<file path="config.mk">
export PLATFORM = sky130hd
export DESIGN_NAME = bts_blend
export DESIGN_NICKNAME = d
export VERILOG_FILES = /design/src/rtl/core/bts_pkg.sv /design/src/rtl/core/bts_blend.sv
export SDC_FILE = /design/constraint.sdc
export NUM_CORES = 1
export LEC_CHECK = 0
export BUFFER_PORTS_ARGS = -buffer_cell sky130_fd_sc_hd__buf_2
export CORE_AREA = 2 2 214 216
export DETAILED_ROUTE_END_ITERATION = 6
export DIE_AREA = 0 0 216 218
export PLACE_DENSITY_LB_ADDON = 0.3
export SLEW_MARGIN = 20
export SYNTH_ARGS = -nofsm -noshare
export SYNTH_HDL_FRONTEND = slang
export SYNTH_SLANG_ARGS = --single-unit
</file>
<file path="constraint.sdc">
create_clock -name clk -period 5.45 [get_ports clk]
set_input_delay 0.545 -clock clk [delete_from_list [all_inputs] [get_ports clk]]
set_output_delay 0.545 -clock clk [all_outputs]
set_load 0.02 [all_outputs]
</file>
<file path="src/rtl/core/bts_pkg.sv">
// bts_pkg: shared codes, widths and control structs of the bilinear texture sampler
// no dependencies; imported by every module under rtl/core
package bts_pkg;

  localparam int CFG_IDX_W  = 2;
  localparam int CFG_DATA_W = 9;
  localparam int CHAN_W     = 8;
  localparam int TEXEL_W    = 3 * CHAN_W;
  localparam int OUT_W      = 16;
  localparam int IN_DATA_W  = 104;
  localparam int OUT_DATA_W = 48;
  localparam int FRAC_W     = 16;
  localparam int ITEM_ADDR_W = 16;

  // configuration register indexes
  localparam logic [CFG_IDX_W-1:0] REG_TEX_WIDTH  = 2'd0;
  localparam logic [CFG_IDX_W-1:0] REG_TEX_HEIGHT = 2'd1;

  // input item kinds
  localparam logic MODE_WRITE  = 1'b0;
  localparam logic MODE_SAMPLE = 1'b1;

  localparam logic [CHAN_W-1:0] FULL_GREEN = 8'd255;

  // tap sequencing: four neighbours per sample
  localparam int TAP_W = 2;
  localparam logic [TAP_W-1:0] TAP_FIRST = 2'd0;
  localparam logic [TAP_W-1:0] TAP_LAST  = 2'd3;

  // result reservation against the output queue
  localparam int RES_W = 2;
  localparam logic [RES_W-1:0] RES_MAX = 2'd2;
  localparam int Q_PTR_W = 1;
  localparam int Q_DEPTH = 2;

  typedef struct packed {
    logic valid;
    logic first;
    logic last;
    logic empty;
  } tap_ctl_t;

  typedef struct packed {
    logic             busy;
    logic [RES_W-1:0] res_cnt;
  } fetch_stat_t;

  typedef struct packed {
    logic             empty;
    logic [OUT_W-1:0] blue;
    logic [OUT_W-1:0] green;
    logic [OUT_W-1:0] red;
  } result_t;

endpackage

</file>
<file path="src/rtl/core/bts_blend.sv">
// bts_blend: weight multiply, four-tap accumulate and the two-entry result queue
// uses bts_pkg; fed by bts_fetch
module bts_blend
  import bts_pkg::*;
#(
  parameter int WEIGHT_BITS = 8,
  localparam int KW = 2 * WEIGHT_BITS + 1
) (
  input  logic               clk,
  input  logic               rst_n,
  input  tap_ctl_t           tap_ctl,
  input  logic [TEXEL_W-1:0] tap_rgb,
  input  logic [KW-1:0]      tap_k,
  output logic               out_valid,
  input  logic               out_ready,
  output result_t            out_res
);

  localparam int SUM_W = CHAN_W + 2 * WEIGHT_BITS;
  localparam int PRW   = CHAN_W + KW;

  tap_ctl_t         prd_ctl_r;
  logic [SUM_W-1:0] prd_r [3];
  logic [SUM_W-1:0] acc_r [3];
  logic [SUM_W-1:0] acc_nxt [3];
  logic [CHAN_W-1:0] chan [3];

  result_t              q_r [Q_DEPTH];
  logic [Q_PTR_W-1:0]   wr_ptr_r, rd_ptr_r;
  logic [Q_PTR_W:0]     q_cnt_r;
  logic                 push, pop;
  result_t              push_res;

  assign chan[0] = tap_rgb[2*CHAN_W +: CHAN_W];
  assign chan[1] = tap_rgb[CHAN_W +: CHAN_W];
  assign chan[2] = tap_rgb[0 +: CHAN_W];

  always_ff @(posedge clk) begin
    if (!rst_n) begin
      prd_ctl_r <= '0;
    end else begin
      prd_ctl_r <= tap_ctl;
    end
  end

  always_ff @(posedge clk) begin
    for (int c = 0; c < 3; c++) begin
      // sum of weights is 2^(2*WEIGHT_BITS), so a product always fits SUM_W
      prd_r[c] <= SUM_W'(PRW'(chan[c]) * PRW'(tap_k));
    end
  end

  always_comb begin
    for (int c = 0; c < 3; c++) begin
      acc_nxt[c] = prd_ctl_r.first ? prd_r[c] : acc_r[c] + prd_r[c];
    end
    push = prd_ctl_r.valid && prd_ctl_r.last;
    pop  = out_valid && out_ready;
    if (prd_ctl_r.empty) begin
      push_res.empty = 1'b1;
      push_res.red   = '0;
      push_res.green = {FULL_GREEN, {(OUT_W-CHAN_W){1'b0}}};
      push_res.blue  = '0;
    end else begin
      push_res.empty = 1'b0;
      push_res.red   = acc_nxt[0][SUM_W-1 -: OUT_W];
      push_res.green = acc_nxt[1][SUM_W-1 -: OUT_W];
      push_res.blue  = acc_nxt[2][SUM_W-1 -: OUT_W];
    end
  end

  always_ff @(posedge clk) begin
    if (prd_ctl_r.valid) begin
      for (int c = 0; c < 3; c++) begin
        acc_r[c] <= acc_nxt[c];
      end
    end
    if (push) begin
      q_r[wr_ptr_r] <= push_res;
    end
  end

  // queue never overflows: the sequencer reserves a slot before a sample starts
  always_ff @(posedge clk) begin
    if (!rst_n) begin
      wr_ptr_r <= '0;
      rd_ptr_r <= '0;
      q_cnt_r  <= '0;
    end else begin
      if (push) wr_ptr_r <= wr_ptr_r + Q_PTR_W'(1);
      if (pop)  rd_ptr_r <= rd_ptr_r + Q_PTR_W'(1);
      q_cnt_r <= q_cnt_r + (Q_PTR_W+1)'(push) - (Q_PTR_W+1)'(pop);
    end
  end

  assign out_valid = q_cnt_r != '0;
  assign out_res   = q_r[rd_ptr_r];

endmodule

</file>
; Word level (Yosys, flattened, before mapping)
; Memory sizes are Yosys's and may differ from the RTL's. A register that Yosys moved wholly into a read port is not among the register bits.
; Cells that the tools add are included.
[word_totals]
regBits = 8
latchBits = 0
ram_bits = 242
rom_bits = 0
in_bits = 48
output_inout_bits = 50
elab_cells = 33
mem_count = 3
[memory_table]
columns = memory, depth, word_bits, rd, rd_ports_with_merged_regs, write_ports, line_no
row1 = q_r, 2, 49, 1, 1, 1, bts_blend.sv:28  ; result_t q_r [Q_DEPTH];
row2 = acc_r, 3, 24, 3, 0, 3, bts_blend.sv:24  ; logic [SUM_W-1:0] acc_r [3];
row3 = prd_r, 3, 24, 3, 0, 3, bts_blend.sv:23  ; logic [SUM_W-1:0] prd_r [3];
[op_classes]
add_sub_neg = 7
multipliers = 3
n_div = 0
order_cmp = 0
eq_ne = 0
shifts = 0
mux = 10
n_bitwise = 0
reduce_logical = 3
[ops]
columns = cell, count
row1 = adder 24 bit, 3
row2 = multiplier 8 x 17 -> 24 bit, 3
row3 = two-way mux 24 bit, 3
row4 = two-way mux 49 bit, 1
row5 = two-way mux 1 bit, 6
row6 = "adder 1 bit, second input constant", 2
row7 = adder 2 x 1 -> 2 bit, 1
row8 = logical AND 1 bit, 2
row9 = nonzero test 2 bit, 1
row10 = subtractor 2 x 1 -> 2 bit, 1

; Depth between registers and ports, before layout
[logic_depth]
word_depth = 4
depth_mapped = 20
ltp_nobuf = 19

; Worst setup path before layout
; Ideal clock, no wire load.
[synth_timing]
path_type = input port to flip-flop
from = in tap_rgb[2]
to = mem prd_r[0][71] (netlist bit)
setup_ns = 0.072
arrival_ns = 4.749
required_ns = 5.378
path_slack_ns = 0.629
path_stages = 18
n_path_buf = 1
path_cell_list = clkbuf_1 > and2_1 > fa_1 > fa_1 > fa_1 > inv_1 > fa_1 > inv_1 > ha_1 > a21o_1 > a21o_1 > a21oi_1 > nor2_1 > a211oi_1 > o31ai_1 > a221o_1 > a21oi_1 > xnor2_1
[synth_lines]
columns = item, line_no
row1 = "start, declared", bts_blend.sv:12  ; input logic [TEXEL_W-1:0] tap_rgb,
row2 = "end, declared", bts_blend.sv:23

==> results.yml <==
flow_run:
  timing.max_cap.violations: 0
detailed_routing:
  ant_nets: 0
  routed_wirelength_um: 53800
  drc_errors: 0
  detail_route.first_pass.iterations: 6
  vias_per_cell: 5.476
  post_drt_wl_per_cell_um: 17.33
  initialDrtViolationCount: 1026
  routed-via-count: 17000
yosys:
  synth_commonest_cells: "sky130_fd_sc_hd__and2_1 (371), sky130_fd_sc_hd__inv_1 (328), sky130_fd_sc_hd__fa_1 (270), sky130_fd_sc_hd__ha_1 (200), sky130_fd_sc_hd__nand2_1 (189)"
  synth_edf_count: 170
  cell_taking_the_most_area_after_synthesis: "sky130_fd_sc_hd__fa_1"
  synth_most_common_cell: "sky130_fd_sc_hd__and2_1"
  synth.cell_area_um2: 24310
  synth_top_flop_cell: "sky130_fd_sc_hd__edfxtp_1"
  synth.lib_cells_used.distinct: 62
  synth_seq_area_share_pct: 27.67
  yosys_register_bits: 251
  synth_top_cell_area_share_pct: 22.24
  synth_fp_nets: 2951
  synth_warnings: 0
  synth.avg_cell_area_um2: 9.990
  synthArstFlopShare_pct: 0
  synth_area_leaders: "sky130_fd_sc_hd__fa_1 (22%), sky130_fd_sc_hd__edfxtp_1 (21%), sky130_fd_sc_hd__ha_1 (10%), sky130_fd_sc_hd__and2_1 (9.5%), sky130_fd_sc_hd__dfxtp_1 (6.7%)"
  post_synth_inst_count: 2433
worst_setup_path:
  crit_path_top_delay_cell: "sky130_fd_sc_hd__fa_1"
  ff2ff_setup_slack_ps: 2180
  timing.critical_path.depth: 17
  max_stage_delay_ps: 560
  timing.critical_path.from: "tap_k[6]"
  r2r_start: "prd_r[0][48]$_DFF_P_"
  crit_family: "adder cells"
  buffer_and_inverter_count_on_the_worst_path: 4
  crit_arrival_ps: 5260
  worst_setup_path_type: "input pin to flip-flop"
  critPathMaxFanout: 20
  crit_chain: "buf_2 -> buf_4 -> and2_1 -> fa_1 -> fa_1 -> fa_1 -> inv_1 -> fa_1 -> inv_1 -> ha_1 -> a21o_1 -> and3_1 -> a221oi_1 -> a31oi_1 -> a21o_1 -> a21oi_1 -> xnor2_1"
  reg2regPathDepth: 12
  sort_of_element_at_the_start_of_the_critical_path: "input pin"
  required_ps: 5910
  cpMostUsedCell: "sky130_fd_sc_hd__fa_1"
  worstSetupEndpointType: "flip-flop"
die:
  start_util_pct: 54.14
  die-height_um: 218
  dieWidth_um: 216
  io_pins: 98
  num_rows: 78
  coreArea_um2: 44890
  die_footprint_um2: 47090
sta:
  period_share_pct: 88.18
  timing_hold_violations_final: 0
  skew_ps: 15.47
  grt_setup_unrepaired: "no"
  whs_ps: 228.8
  report.final.setup_viol: 0
  maxSlewHeadroom_pct: 26.36
  max_slew.worst_pin.slew_ps: 1105
  min_period_ps: 4806
  max_freq_mhz: 208.1
  drv_slew: 0
  finalWorstSetupSlack_ps: 644.0
  fin_tns_setup_ps: 0
place:
  place_inst: 3058
  placement.setup.worst_slack_ps: 132.4
  place.gp.congestion: 0.8994
  dp.final_hpwl_um: 40750
  numPortBuffers: 97
pwr:
  static_leakage_nw: 11.94
  clock_power_share_pct: 11.9
  cell_pwr_density_nw_per_um2: 542.7
  vdd_drop_max_v: 0.0003499
  power_report.internal_total_mw: 7.863
  power_frac_comb_pct: 64.8
  swShare_pct: 44.59
  total_switching_power_mw: 6.328
  seq_power_share_pct: 23.3
grt:
  global_route.usage.total_pct: 23.29
  grt_max_degree: 79
  antenna_found_initial: 2
  met1_usage_pct: 34.29
  global_routing_usage_on_met2_pct: 36.73
  globalRoute.busiestLayer: "met2"
  gr-total-overflow: 0
  grt_first_pass_wirelength_um: 89420
  number_of_global_route_vias_before_repair: 17590
  grt_use_met3_pct: 2.566
clock_network:
  clkSinkCount: 251
  clock_tree_from_tritoncts: "yes"
  ctsHoldBuffers: 0
  cts-htree-levels: 1
  post_cts_buffers: 0
  worstSkewPairLatency_ps: 530
  cts-root-to-sink-buffers: 3
  tritoncts.num_buffers: 25
  clock-root-buffer: "sky130_fd_sc_hd__clkbuf_16"
  cts_clk_pin_slew_worst_paths_ps: 60
  cts_resized: 0
outcome:
  run_status: "completed"
worst_hold_path:
  timing.hold.worst.class: "input pin to flip-flop"
  hold_start: "tap_ctl[3]"
  worst_hold_path.num_cells: 2
layout:
  layout-drive-gt1-share_pct: 9.065
  syn_to_final_growth_pct: 7.578
  final_non_filler_cell_total: 3105
  final_nets: 3003
  filler_cell_count: 3913
==> sequential cells by signal, indices dropped and copies added, names as in the netlist, named ones only <==
name	cells
q_r	98
acc_r	72
prd_r	72
prd_ctl_r	4
q_cnt_r	2
rd_ptr_r	1
wr_ptr_r	1
==> power by group through the flow <==
stage | sequential [mW] | combinational [mW] | clock [mW]
final | 3.30 | 9.20 | 1.68
after global routing | 3.35 | 10.4 | 1.80
after CTS | 3.30 | 9.16 | 1.72
after detailed placement | 3.33 | 9.09 | 0
after global placement | 3.32 | 8.85 | 0
after floorplan | 3.17 | 7.06 | 0
==> placed cells by master, fill, tap and decap left out, types with 6 or more instances in the layout <==
| master | synthesis | final |
|---|---|---|
| sky130_fd_sc_hd__a211oi_1 | 10 | 10 |
| sky130_fd_sc_hd__a21o_1 | 60 | 60 |
| sky130_fd_sc_hd__a21oi_1 | 93 | 93 |
| sky130_fd_sc_hd__a31oi_1 | 13 | 13 |
| sky130_fd_sc_hd__and2_1 | 371 | 371 |
| sky130_fd_sc_hd__and3_1 | 13 | 12 |
| sky130_fd_sc_hd__buf_2 | 1 | 97 |
| sky130_fd_sc_hd__buf_4 | 0 | 17 |
| sky130_fd_sc_hd__clkbuf_16 | 0 | 25 |
| sky130_fd_sc_hd__dfxtp_1 | 81 | 78 |
| sky130_fd_sc_hd__edfxtp_1 | 170 | 170 |
| sky130_fd_sc_hd__fa_1 | 270 | 270 |
| sky130_fd_sc_hd__ha_1 | 200 | 200 |
| sky130_fd_sc_hd__inv_1 | 328 | 327 |
| sky130_fd_sc_hd__mux2_2 | 54 | 54 |
| sky130_fd_sc_hd__mux2i_1 | 10 | 10 |
| sky130_fd_sc_hd__nand2_1 | 189 | 189 |
| sky130_fd_sc_hd__nand2b_1 | 20 | 20 |
| sky130_fd_sc_hd__nand3_1 | 20 | 20 |
| sky130_fd_sc_hd__nand4_1 | 10 | 10 |
| sky130_fd_sc_hd__nor2_1 | 64 | 63 |
| sky130_fd_sc_hd__nor2b_1 | 25 | 25 |
| sky130_fd_sc_hd__nor3_1 | 12 | 12 |
| sky130_fd_sc_hd__o211ai_1 | 6 | 6 |
| sky130_fd_sc_hd__o21a_1 | 9 | 9 |
| sky130_fd_sc_hd__o21ai_0 | 99 | 99 |
| sky130_fd_sc_hd__o21ai_1 | 11 | 11 |
| sky130_fd_sc_hd__o21bai_1 | 12 | 12 |
| sky130_fd_sc_hd__o31ai_1 | 9 | 9 |
| sky130_fd_sc_hd__or3_1 | 7 | 7 |
| sky130_fd_sc_hd__xnor2_1 | 88 | 88 |
| sky130_fd_sc_hd__xor2_1 | 33 | 33 |
==> metrics by stage <==
stage / power (mW) / cell area, µm² / utilization (%)
floorplan: 10.23 / 24310 / -
global placement: 12.18 / 25350 / 56.47
detailed placement: 12.42 / 25350 / 56.47
CTS: 14.19 / 26150 / 58.24
global route: 15.52 / 26150 / 58.24
finish: 14.19 / 26150 / 58.24
==> worst register-to-register path: stages, from the launching register on <==
cell and delay [ps]:
sky130_fd_sc_hd__dfxtp_1 330, sky130_fd_sc_hd__ha_1 190, sky130_fd_sc_hd__inv_1 60, sky130_fd_sc_hd__fa_1 400, sky130_fd_sc_hd__nor2b_1 130, sky130_fd_sc_hd__o21a_1 130
sky130_fd_sc_hd__o21ai_0 110, sky130_fd_sc_hd__a21oi_1 530, sky130_fd_sc_hd__a2111oi_4 210, sky130_fd_sc_hd__nor3b_1 410, sky130_fd_sc_hd__a21o_1 170, sky130_fd_sc_hd__o21ai_1 130
sky130_fd_sc_hd__and2_1 210
==> area by class of cell <==
cell class	count	area, µm²	area share [%]
Antenna cell	1	2.502	0.009570
Clock buffer	29	640.6	2.450
Clock inverter	17	153.9	0.5886
Inverter	329	1235	4.723
Multi-Input combinational cell	1764	16020	61.25
Sequential cell	251	6735	25.76
Tap cell	600	750.7	2.871
Timing Repair Buffer	114	613.1	2.345
==> routing by layer <==
layer	vias to the layer above	part of all wire [%]
met5	-	0
met4	0	2.1
met3	73	6.1
met2	533	45
met1	8358	47
li1	8040	-
==> cell families after synthesis <==
logic type / after synthesis / synth area share [%]
AOI/OAI and AO/OA: 365 / 9.626
xor gates and xnor gates: 121 / 4.360
adders and majority gates: 470 / 32.53
buffers and inverters: 418 / 6.465
DFF: 251 / 27.67
muxes: 64 / 2.914
and+or+nand+nor: 744 / 16.43
==> worst paths after layout <==
kind	endpoint
worst max-delay path	prd_r[0][44]$_DFF_P_
worst min-delay path	prd_ctl_r[3]$_SDFF_PN0_
worst max register to register	q_r[1][44]$_DFFE_PP_
worst min register to register	acc_r[0][31]$_DFFE_PP_
Power figures use the tool's default switching activity.
