**src/rtl/core/bts_pkg.sv**
```systemverilog
// bts_pkg: shared codes, widths and control structs of the bilinear texture sampler
// no dependencies; imported by every module under rtl/core
package bts_pkg;

  localparam int CFG_IDX_W  = 2;
  localparam int CFG_DATA_W = 9;
  localparam int CHAN_W     = 8;
  localparam int TEXEL_W    = 3 * CHAN_W;
  localparam int OUT_W      = 16;
  localparam int IN_DATA_W  = 104;
  localparam int OUT_DATA_W = 48;
  localparam int FRAC_W     = 16;
  localparam int ITEM_ADDR_W = 16;

  // configuration register indexes
  localparam logic [CFG_IDX_W-1:0] REG_TEX_WIDTH  = 2'd0;
  localparam logic [CFG_IDX_W-1:0] REG_TEX_HEIGHT = 2'd1;

  // input item kinds
  localparam logic MODE_WRITE  = 1'b0;
  localparam logic MODE_SAMPLE = 1'b1;

  localparam logic [CHAN_W-1:0] FULL_GREEN = 8'd255;

  // tap sequencing: four neighbours per sample
  localparam int TAP_W = 2;
  localparam logic [TAP_W-1:0] TAP_FIRST = 2'd0;
  localparam logic [TAP_W-1:0] TAP_LAST  = 2'd3;

  // result reservation against the output queue
  localparam int RES_W = 2;
  localparam logic [RES_W-1:0] RES_MAX = 2'd2;
  localparam int Q_PTR_W = 1;
  localparam int Q_DEPTH = 2;

  typedef struct packed {
    logic valid;
    logic first;
    logic last;
    logic empty;
  } tap_ctl_t;

  typedef struct packed {
    logic             busy;
    logic [RES_W-1:0] res_cnt;
  } fetch_stat_t;

  typedef struct packed {
    logic             empty;
    logic [OUT_W-1:0] blue;
    logic [OUT_W-1:0] green;
    logic [OUT_W-1:0] red;
  } result_t;

endpackage

```
**src/rtl/core/bts_coord.sv**
```systemverilog
// bts_coord: four-stage elastic pipe that turns u,v fractions into neighbour rows,
// columns and bilinear weights; write items ride along unchanged. uses bts_pkg
module bts_coord
  import bts_pkg::*;
#(
  parameter int MAX_SIDE    = 256,
  parameter int WEIGHT_BITS = 8,
  localparam int SIDE_W = $clog2(MAX_SIDE + 1),
  localparam int IDX_W  = $clog2(MAX_SIDE),
  localparam int LIN_W  = IDX_W + SIDE_W,
  localparam int KW     = 2 * WEIGHT_BITS + 1
) (
  input  logic                   clk,
  input  logic                   rst_n,
  input  logic                   up_valid,
  output logic                   up_ready,
  input  logic                   up_mode,
  input  logic [ITEM_ADDR_W-1:0] up_addr,
  input  logic [TEXEL_W-1:0]     up_rgb,
  input  logic [FRAC_W-1:0]      up_u_frac,
  input  logic [FRAC_W-1:0]      up_v_frac,
  input  logic [SIDE_W-1:0]      side_w,
  input  logic [SIDE_W-1:0]      side_h,
  output logic                   dn_valid,
  input  logic                   dn_ready,
  output logic                   dn_mode,
  output logic [ITEM_ADDR_W-1:0] dn_addr,
  output logic [TEXEL_W-1:0]     dn_rgb,
  output logic                   dn_empty,
  output logic [LIN_W-1:0]       dn_row0,
  output logic [LIN_W-1:0]       dn_row1,
  output logic [IDX_W-1:0]       dn_x0,
  output logic [IDX_W-1:0]       dn_x1,
  output logic [KW-1:0]          dn_k0,
  output logic [KW-1:0]          dn_k1,
  output logic [KW-1:0]          dn_k2,
  output logic [KW-1:0]          dn_k3
);

  localparam int SC_W = FRAC_W + SIDE_W;
  localparam int PW   = 2 * WEIGHT_BITS + 2;
  localparam logic [WEIGHT_BITS:0] WT_ONE = {1'b1, {WEIGHT_BITS{1'b0}}};

  logic rdy1, rdy2, rdy3, rdy4;
  logic s1_v_r, s2_v_r, s3_v_r, s4_v_r;

  // stage 1: captured item
  logic                   s1_mode_r;
  logic [ITEM_ADDR_W-1:0] s1_addr_r;
  logic [TEXEL_W-1:0]     s1_rgb_r;
  logic [FRAC_W-1:0]      s1_fu_r, s1_fv_r;

  // stage 2: index and weight per axis
  logic                   s2_mode_r, s2_empty_r;
  logic [ITEM_ADDR_W-1:0] s2_addr_r;
  logic [TEXEL_W-1:0]     s2_rgb_r;
  logic [IDX_W-1:0]       s2_x0_r, s2_y0_r;
  logic [WEIGHT_BITS-1:0] s2_wx_r, s2_wy_r;

  // stage 3: wrapped neighbours and corner weights
  logic                   s3_mode_r, s3_empty_r;
  logic [ITEM_ADDR_W-1:0] s3_addr_r;
  logic [TEXEL_W-1:0]     s3_rgb_r;
  logic [IDX_W-1:0]       s3_x0_r, s3_x1_r, s3_y0_r, s3_y1_r;
  logic [KW-1:0]          s3_k_r [4];

  // stage 4: row base addresses
  logic                   s4_mode_r, s4_empty_r;
  logic [ITEM_ADDR_W-1:0] s4_addr_r;
  logic [TEXEL_W-1:0]     s4_rgb_r;
  logic [IDX_W-1:0]       s4_x0_r, s4_x1_r;
  logic [LIN_W-1:0]       s4_row0_r, s4_row1_r;
  logic [KW-1:0]          s4_k_r [4];

  logic [SC_W-1:0]        scaled_u, scaled_v;
  logic [WEIGHT_BITS:0]   omx, omy;
  logic [PW-1:0]          k_full [4];
  logic [SIDE_W-1:0]      x0_inc, y0_inc;
  logic [IDX_W-1:0]       x1, y1;

  assign rdy4     = !s4_v_r || dn_ready;
  assign rdy3     = !s3_v_r || rdy4;
  assign rdy2     = !s2_v_r || rdy3;
  assign rdy1     = !s1_v_r || rdy2;
  assign up_ready = rdy1;

  always_comb begin
    scaled_u  = SC_W'(s1_fu_r) * SC_W'(side_w);
    scaled_v  = SC_W'(s1_fv_r) * SC_W'(side_h);
    omx       = WT_ONE - {1'b0, s2_wx_r};
    omy       = WT_ONE - {1'b0, s2_wy_r};
    k_full[0] = PW'(omy) * PW'(omx);
    k_full[1] = PW'(omy) * PW'(s2_wx_r);
    k_full[2] = PW'(s2_wy_r) * PW'(omx);
    k_full[3] = PW'(s2_wy_r) * PW'(s2_wx_r);
    // right and bottom neighbours wrap to column or row zero
    x0_inc    = SIDE_W'(s2_x0_r) + SIDE_W'(1);
    y0_inc    = SIDE_W'(s2_y0_r) + SIDE_W'(1);
    x1        = (x0_inc == side_w) ? '0 : IDX_W'(x0_inc);
    y1        = (y0_inc == side_h) ? '0 : IDX_W'(y0_inc);
  end

  always_ff @(posedge clk) begin
    if (!rst_n) begin
      s1_v_r <= 1'b0;
      s2_v_r <= 1'b0;
      s3_v_r <= 1'b0;
      s4_v_r <= 1'b0;
    end else begin
      if (rdy1) s1_v_r <= up_valid;
      if (rdy2) s2_v_r <= s1_v_r;
      if (rdy3) s3_v_r <= s2_v_r;
      if (rdy4) s4_v_r <= s3_v_r;
    end
  end

  always_ff @(posedge clk) begin
    if (rdy1 && up_valid) begin
      s1_mode_r <= up_mode;
      s1_addr_r <= up_addr;
      s1_rgb_r  <= up_rgb;
      s1_fu_r   <= up_u_frac;
      s1_fv_r   <= up_v_frac;
    end
    if (rdy2 && s1_v_r) begin
      s2_mode_r  <= s1_mode_r;
      s2_addr_r  <= s1_addr_r;
      s2_rgb_r   <= s1_rgb_r;
      s2_empty_r <= (side_w == '0) || (side_h == '0);
      s2_x0_r    <= scaled_u[FRAC_W +: IDX_W];
      s2_y0_r    <= scaled_v[FRAC_W +: IDX_W];
      s2_wx_r    <= scaled_u[FRAC_W-WEIGHT_BITS +: WEIGHT_BITS];
      s2_wy_r    <= scaled_v[FRAC_W-WEIGHT_BITS +: WEIGHT_BITS];
    end
    if (rdy3 && s2_v_r) begin
      s3_mode_r  <= s2_mode_r;
      s3_addr_r  <= s2_addr_r;
      s3_rgb_r   <= s2_rgb_r;
      s3_empty_r <= s2_empty_r;
      s3_x0_r    <= s2_x0_r;
      s3_x1_r    <= x1;
      s3_y0_r    <= s2_y0_r;
      s3_y1_r    <= y1;
      for (int i = 0; i < 4; i++) begin
        s3_k_r[i] <= KW'(k_full[i]);
      end
    end
    if (rdy4 && s3_v_r) begin
      s4_mode_r  <= s3_mode_r;
      s4_addr_r  <= s3_addr_r;
      s4_rgb_r   <= s3_rgb_r;
      s4_empty_r <= s3_empty_r;
      s4_x0_r    <= s3_x0_r;
      s4_x1_r    <= s3_x1_r;
      s4_row0_r  <= LIN_W'(s3_y0_r) * LIN_W'(side_w);
      s4_row1_r  <= LIN_W'(s3_y1_r) * LIN_W'(side_w);
      for (int i = 0; i < 4; i++) begin
        s4_k_r[i] <= s3_k_r[i];
      end
    end
  end

  assign dn_valid = s4_v_r;
  assign dn_mode  = s4_mode_r;
  assign dn_addr  = s4_addr_r;
  assign dn_rgb   = s4_rgb_r;
  assign dn_empty = s4_empty_r;
  assign dn_row0  = s4_row0_r;
  assign dn_row1  = s4_row1_r;
  assign dn_x0    = s4_x0_r;
  assign dn_x1    = s4_x1_r;
  assign dn_k0    = s4_k_r[0];
  assign dn_k1    = s4_k_r[1];
  assign dn_k2    = s4_k_r[2];
  assign dn_k3    = s4_k_r[3];

endmodule

```
**config.mk**
```make
export PLATFORM = sky130hd
export DESIGN_NAME = bts_coord
export DESIGN_NICKNAME = d
export VERILOG_FILES = /design/src/rtl/core/bts_pkg.sv /design/src/rtl/core/bts_coord.sv
export SDC_FILE = /design/constraint.sdc
export NUM_CORES = 2
export LEC_CHECK = 0
export BUFFER_PORTS_ARGS = -buffer_cell sky130_fd_sc_hd__buf_2
export CORE_MARGIN = 10
export CORE_UTILIZATION = 62
export CTS_CLUSTER_SIZE = 14
export DETAILED_ROUTE_END_ITERATION = 6
export PLACE_DENSITY = 0.82
export SLEW_MARGIN = 20
export SYNTH_ARGS = -nofsm -noshare
export SYNTH_HDL_FRONTEND = slang
export SYNTH_SLANG_ARGS = --single-unit
```
**constraint.sdc**
```tcl
create_clock -name clk -period 9.4 [get_ports clk]
set_clock_uncertainty 0.2 [all_clocks]
set_input_delay 0.94 -clock clk [delete_from_list [all_inputs] [get_ports clk]]
set_output_delay 0.94 -clock clk [all_outputs]
set_load 0.1 [all_outputs]
```
## Word-level counts from Yosys, hierarchy flattened

Memories as Yosys holds them, arrays and structs flattened.
Index checks and enable logic that the tools add are counted.

- Bits in registers: 317
- Memories kept: 2
- Output and inout bits: 162
- Logic and storage cells: 68
- Memory bits (writable): 136

- $add $sub $neg: 4
- $mul: 8
- Muxes and demuxes: 4
- Reduce and logical (&&, ||, !) cells: 15
- Eq/ne operators: 2

Memory list:

| name | words | bits a word | read ports | clocked after Yosys merged registers in | wr ports | RTL line | source |
|---|---|---|---|---|---|---|---|
| s3_k_r | 4 | 17 | 4 | 0 | 4 | bts_coord.sv:65 | `logic [KW-1:0] s3_k_r [4];` |
| s4_k_r | 4 | 17 | 4 | 0 | 4 | bts_coord.sv:73 | `logic [KW-1:0] s4_k_r [4];` |

Operator list:

| cell | number |
|---|---|
| multiplier 8 x 9 -> 17 bit | 3 |
| multiplier 16 x 9 -> 24 bit | 2 |
| adder 8 x 1 -> 9 bit, second input constant | 2 |
| == test 9 bit | 2 |
| zero test 9 bit | 2 |
| subtractor 9 x 8 -> 9 bit, first input constant | 2 |
| multiplier 9 x 8 -> 17 bit | 1 |
| multiplier 9 x 9 -> 17 bit | 1 |
| multiplier 8 x 8 -> 16 bit | 1 |
| logical OR 1 bit | 5 |
| logical AND 1 bit | 4 |
| zero test 1 bit | 4 |
| 2-to-1 mux 1 bit | 4 |

## Depth between registers and ports, before layout

- Word-level depth: 6
- Depth in mapped cells: 25
- Mapped depth without buffers: 24

## Worst setup path before layout

OpenSTA, ideal clock, no wires.

- Path type: in2reg
- From: input dn_ready
- To: register s4_addr_r[0], in the netlist dn_addr[0] (enable)
- Arrival time: 7.905 ns
- Stages: 2
- Setup time: 0.693 ns
- Path buffers: 0
- Data required time: 8.507 ns
- Setup slack: 0.602 ns
- Cell sequence: nor2b_1 -> nor2b_1

- Longest elaborated chain between the ends: 2

RTL lines:

| element | RTL line | source |
|---|---|---|
| start, declared | bts_coord.sv:25 | `input logic dn_ready,` |
| logical OR 1 bit | bts_coord.sv:81 | `assign rdy4 = !s4_v_r \|\| dn_ready;` |
| logical AND 1 bit | bts_coord.sv:148 | `if (rdy4 && s3_v_r) begin` |
| end signal, assigned | bts_coord.sv:150 | `s4_addr_r <= s3_addr_r;` |
| end, declared | bts_coord.sv:69 | `logic [ITEM_ADDR_W-1:0] s4_addr_r;` |

No other way between the ends.
A chain may end at the register's enable or synchronous reset.

==> impl_metrics.tcl <==
set metrics [dict create \
    whs_ns 0.216 \
    maxCapViolCount 0 \
    slew_viol_final 0 \
    setup_tns_ns 0 \
    critPathMaxStageDelay_ns 0.89 \
    postSynth.asyncResetShare 0 \
    ys_seq_elements 445 \
    grtUsageTotal 0.231 \
    wl_per_cell_um 18.3 \
    firstDrtPassIters 5 \
    antenna_found_initial 2 \
    fillerInstances 4165 \
    ctsResizeCount 0 \
    ctsHoldBuffers 0 \
    via_per_inst 5.41 \
    nNetsFinal 4155 \
    dp_cells 4028 \
    grt_overflow 0 \
    path_common_cell "inv_1" \
    avgSynthCellArea_sq_um 11.5 \
    grt_pass1_wl_mm 125 \
    clock_latency_ns 0.61 \
    clock.fmax_mhz 142 \
    min_period_over_period 0.750 \
    crit_fanout 14 \
    syn_inst 3113 \
    tritoncts "yes" \
    final_hold_viol_count 0 \
    min_path_type "reg2reg" \
    cts_setup_buffers 0 \
    synth_ff_type "edfxtp_1" \
    critical_path_class "reg2reg" \
    place_congestion 0.906 \
    ys_seq_area_frac 0.372 \
    grt_max_degree 121 \
    synthTopCellsByArea "edfxtp_1, fa_1, ha_1" \
    drive_above_1_share 0.110 \
    synth_cell_type_count 60 \
    finalNonFillerCells 4114 \
    dp_hpwl_mm 57.2 \
    rows 88 \
    synth_top_cell_by_area "edfxtp_1" \
    cp-start-kind "register" \
    crit_arrival_ns 7.19 \
    die_h_um 260 \
    cp_top_family "adder cells" \
    slew_headroom 0.251 \
    rsz0062_at_grt "no" \
    syn_nets 3957 \
    syn-cell-area_sq_um 35800 \
    crit_path_cell_trace "inv_1 -> ha_1 -> nand2_1 -> or3_1 -> xor2_1 -> nand2_1 -> fa_1 -> inv_1 -> fa_1 -> inv_1 -> fa_1 -> fa_1 -> inv_1 -> ha_1 -> inv_1 -> o21bai_1 -> a21boi_0 -> o21bai_1 -> a21oi_1 -> o21bai_1 -> a21oi_1 -> xnor2_1" \
    synth_top_area_frac 0.370 \
    yosysWarnings 0 \
    worst_slew_pin_slew_ns 1.12 \
    clock-root-buffer "clkbuf_16" \
    core_sq_um 57500 \
    route.detailed.drc 0 \
    dieArea_sq_um 67700 \
    ff_latch_area_sq_um 13300 \
    num_io_pins 257 \
    cts.reportedPaths.clkPinSlew_ns 0.07 \
    die_w_um 260 \
    multiInputGateArea_sq_um 19900 \
    ant_nets 0 \
    synthToLayoutAreaGrowth_pct 9.72 \
    cts_buffers 46 \
    drt_wl_total_mm 75.3 \
    setup_viol 0 \
    htreeDepth 2 \
    required_ns 9.54 \
    io_buffers 255 \
    cp_slowest_cell "xor2_1" \
    vias 22244 \
    crit_path_end_kind "register" \
    clock_path_buffers 3 \
    status "completed" \
    first_global_vias 24875 \
    cts_sinks 445 \
    min_period_ns 7.05 \
    initial_core_util 0.623 \
    critPathBufInv 5 \
    drt-initial-drc-count 1293 \
    synth_edf_count 441 \
]
==> logic make-up (layout without fill, tap and decap cells) <==
logic type      after synthesis  in the layout  synth area share
simple gates                892            892             0.128
fa+ha+maj                   749            749             0.356
buf+inv                     703            937            0.0744
flops                       445            445             0.372
compound gates              174            174            0.0327
xor+xnor                    149            149            0.0365
other cells                   1              3          0.000105
==> cells in the mapped netlist, types with 3 or more instances <==
master    count
a211o_1       3
a211oi_2      3
a21boi_0      9
a21o_1       15
a21oi_1      49
a21oi_2       5
a31oi_1       5
a41o_1        3
and2_1      390
and3_1       11
buf_1        11
buf_4         4
clkbuf_1    100
dfxtp_1       4
edfxtp_1    441
fa_1        447
ha_1        302
inv_1       584
nand2_1     302
nand2b_1     10
nand3_1      19
nand4_1       9
nor2_1       83
nor2b_1      15
nor3_1       21
nor4_1       15
o21a_1       13
o21ai_0      32
o21ai_1       3
o21bai_1      9
o31ai_1       6
o41ai_1       3
or2_2         4
or3_1         4
xnor2_1     100
xor2_1       49
==> worst paths after layout <==
check,from,endpoint,slack [ns],cells after the start
setup / recovery,s2_wy_r[1],s3_k_r[0][15],2.35,22
hold / removal,s2_empty_r,s3_empty_r,0.22,0
setup reg to reg,s2_wy_r[1],s3_k_r[0][15],2.35,22
hold reg to reg,s2_empty_r,s3_empty_r,0.22,0
==> layout by cell type (no fill, tap or decap), types with 9 or more instances in the layout <==
master     netlist  final
o21ai_0         32     32
fa_1           447    447
nor2b_1         15     13
nand3_1         19     19
xor2_1          49     48
o21a_1          13     13
buf_2            2    255
inv_1          584    584
edfxtp_1       441    441
nor3_1          21     21
nand2_1        302    302
buf_4            4     12
clkbuf_16        0     46
nor4_1          15     15
xnor2_1        100     98
ha_1           302    302
a21o_1          15     15
and3_1          11     11
o21bai_1         9      9
nor2_1          83     83
nand4_1          9      9
a21oi_1         49     49
nand2b_1        10     10
and2_1         390    390
==> routing by layer <==
| metal | wire [um] | track usage | vias to the layer above |
|---|---|---|---|
| li1 | - | - | 10197 |
| met1 | 27700 | 0.265 | 11194 |
| met2 | 40400 | 0.425 | 670 |
| met3 | 4270 | 0.0357 | 183 |
| met4 | 2880 | 0.0909 | 0 |
| met5 | 0 | 0 | - |
==> flip-flops by register name, indices dropped and copies added, names as in the netlist, 16 cells and up <==
register and count:
s4_k_r 64, dn_row1 17, dn_row0 17, s1_rgb_r 24, s3_addr_r 16, s3_k_r 64
dn_addr 16, s1_fv_r 16, s2_rgb_r 24, s3_rgb_r 24, s2_addr_r 16, s1_fu_r 16
dn_rgb 24, s1_addr_r 16
==> metrics by stage <==
step | area, sq um | setup slack, ns | util
floorplan | 35800 | 0.602 | -
global placement | 37700 | 2.70 | 0.656
detailed placement | 37700 | 2.47 | 0.656
CTS | 39200 | 2.46 | 0.683
global route | 39300 | 1.96 | 0.683
finish | 39300 | 2.35 | 0.683
==> cell type report <==
class,count,share of cell area
clock buffers,56,0.0308
clock inverters,28,0.00825
well taps,765,0.0244
repair buffers,268,0.0353
diodes,2,0.000127
flip-flops and latches,445,0.339
multi-input cells,1965,0.506
inverters,585,0.0559
==> worst register-to-register path, cell delays in order, from the launching register on <==
cell	delay (ns)
edfxtp_1	0.59
inv_1	0.24
ha_1	0.29
nand2_1	0.13
or3_1	0.45
xor2_1	0.89
nand2_1	0.23
fa_1	0.59
inv_1	0.06
fa_1	0.50
inv_1	0.06
fa_1	0.48
fa_1	0.49
inv_1	0.04
ha_1	0.31
inv_1	0.08
o21bai_1	0.09
a21boi_0	0.29
o21bai_1	0.12
a21oi_1	0.24
o21bai_1	0.10
a21oi_1	0.20
xnor2_1	0.11
Power is left out: the tool's default activity adds up to more than one toggle a clock period on the data nets, which glitch-free logic cannot reach.
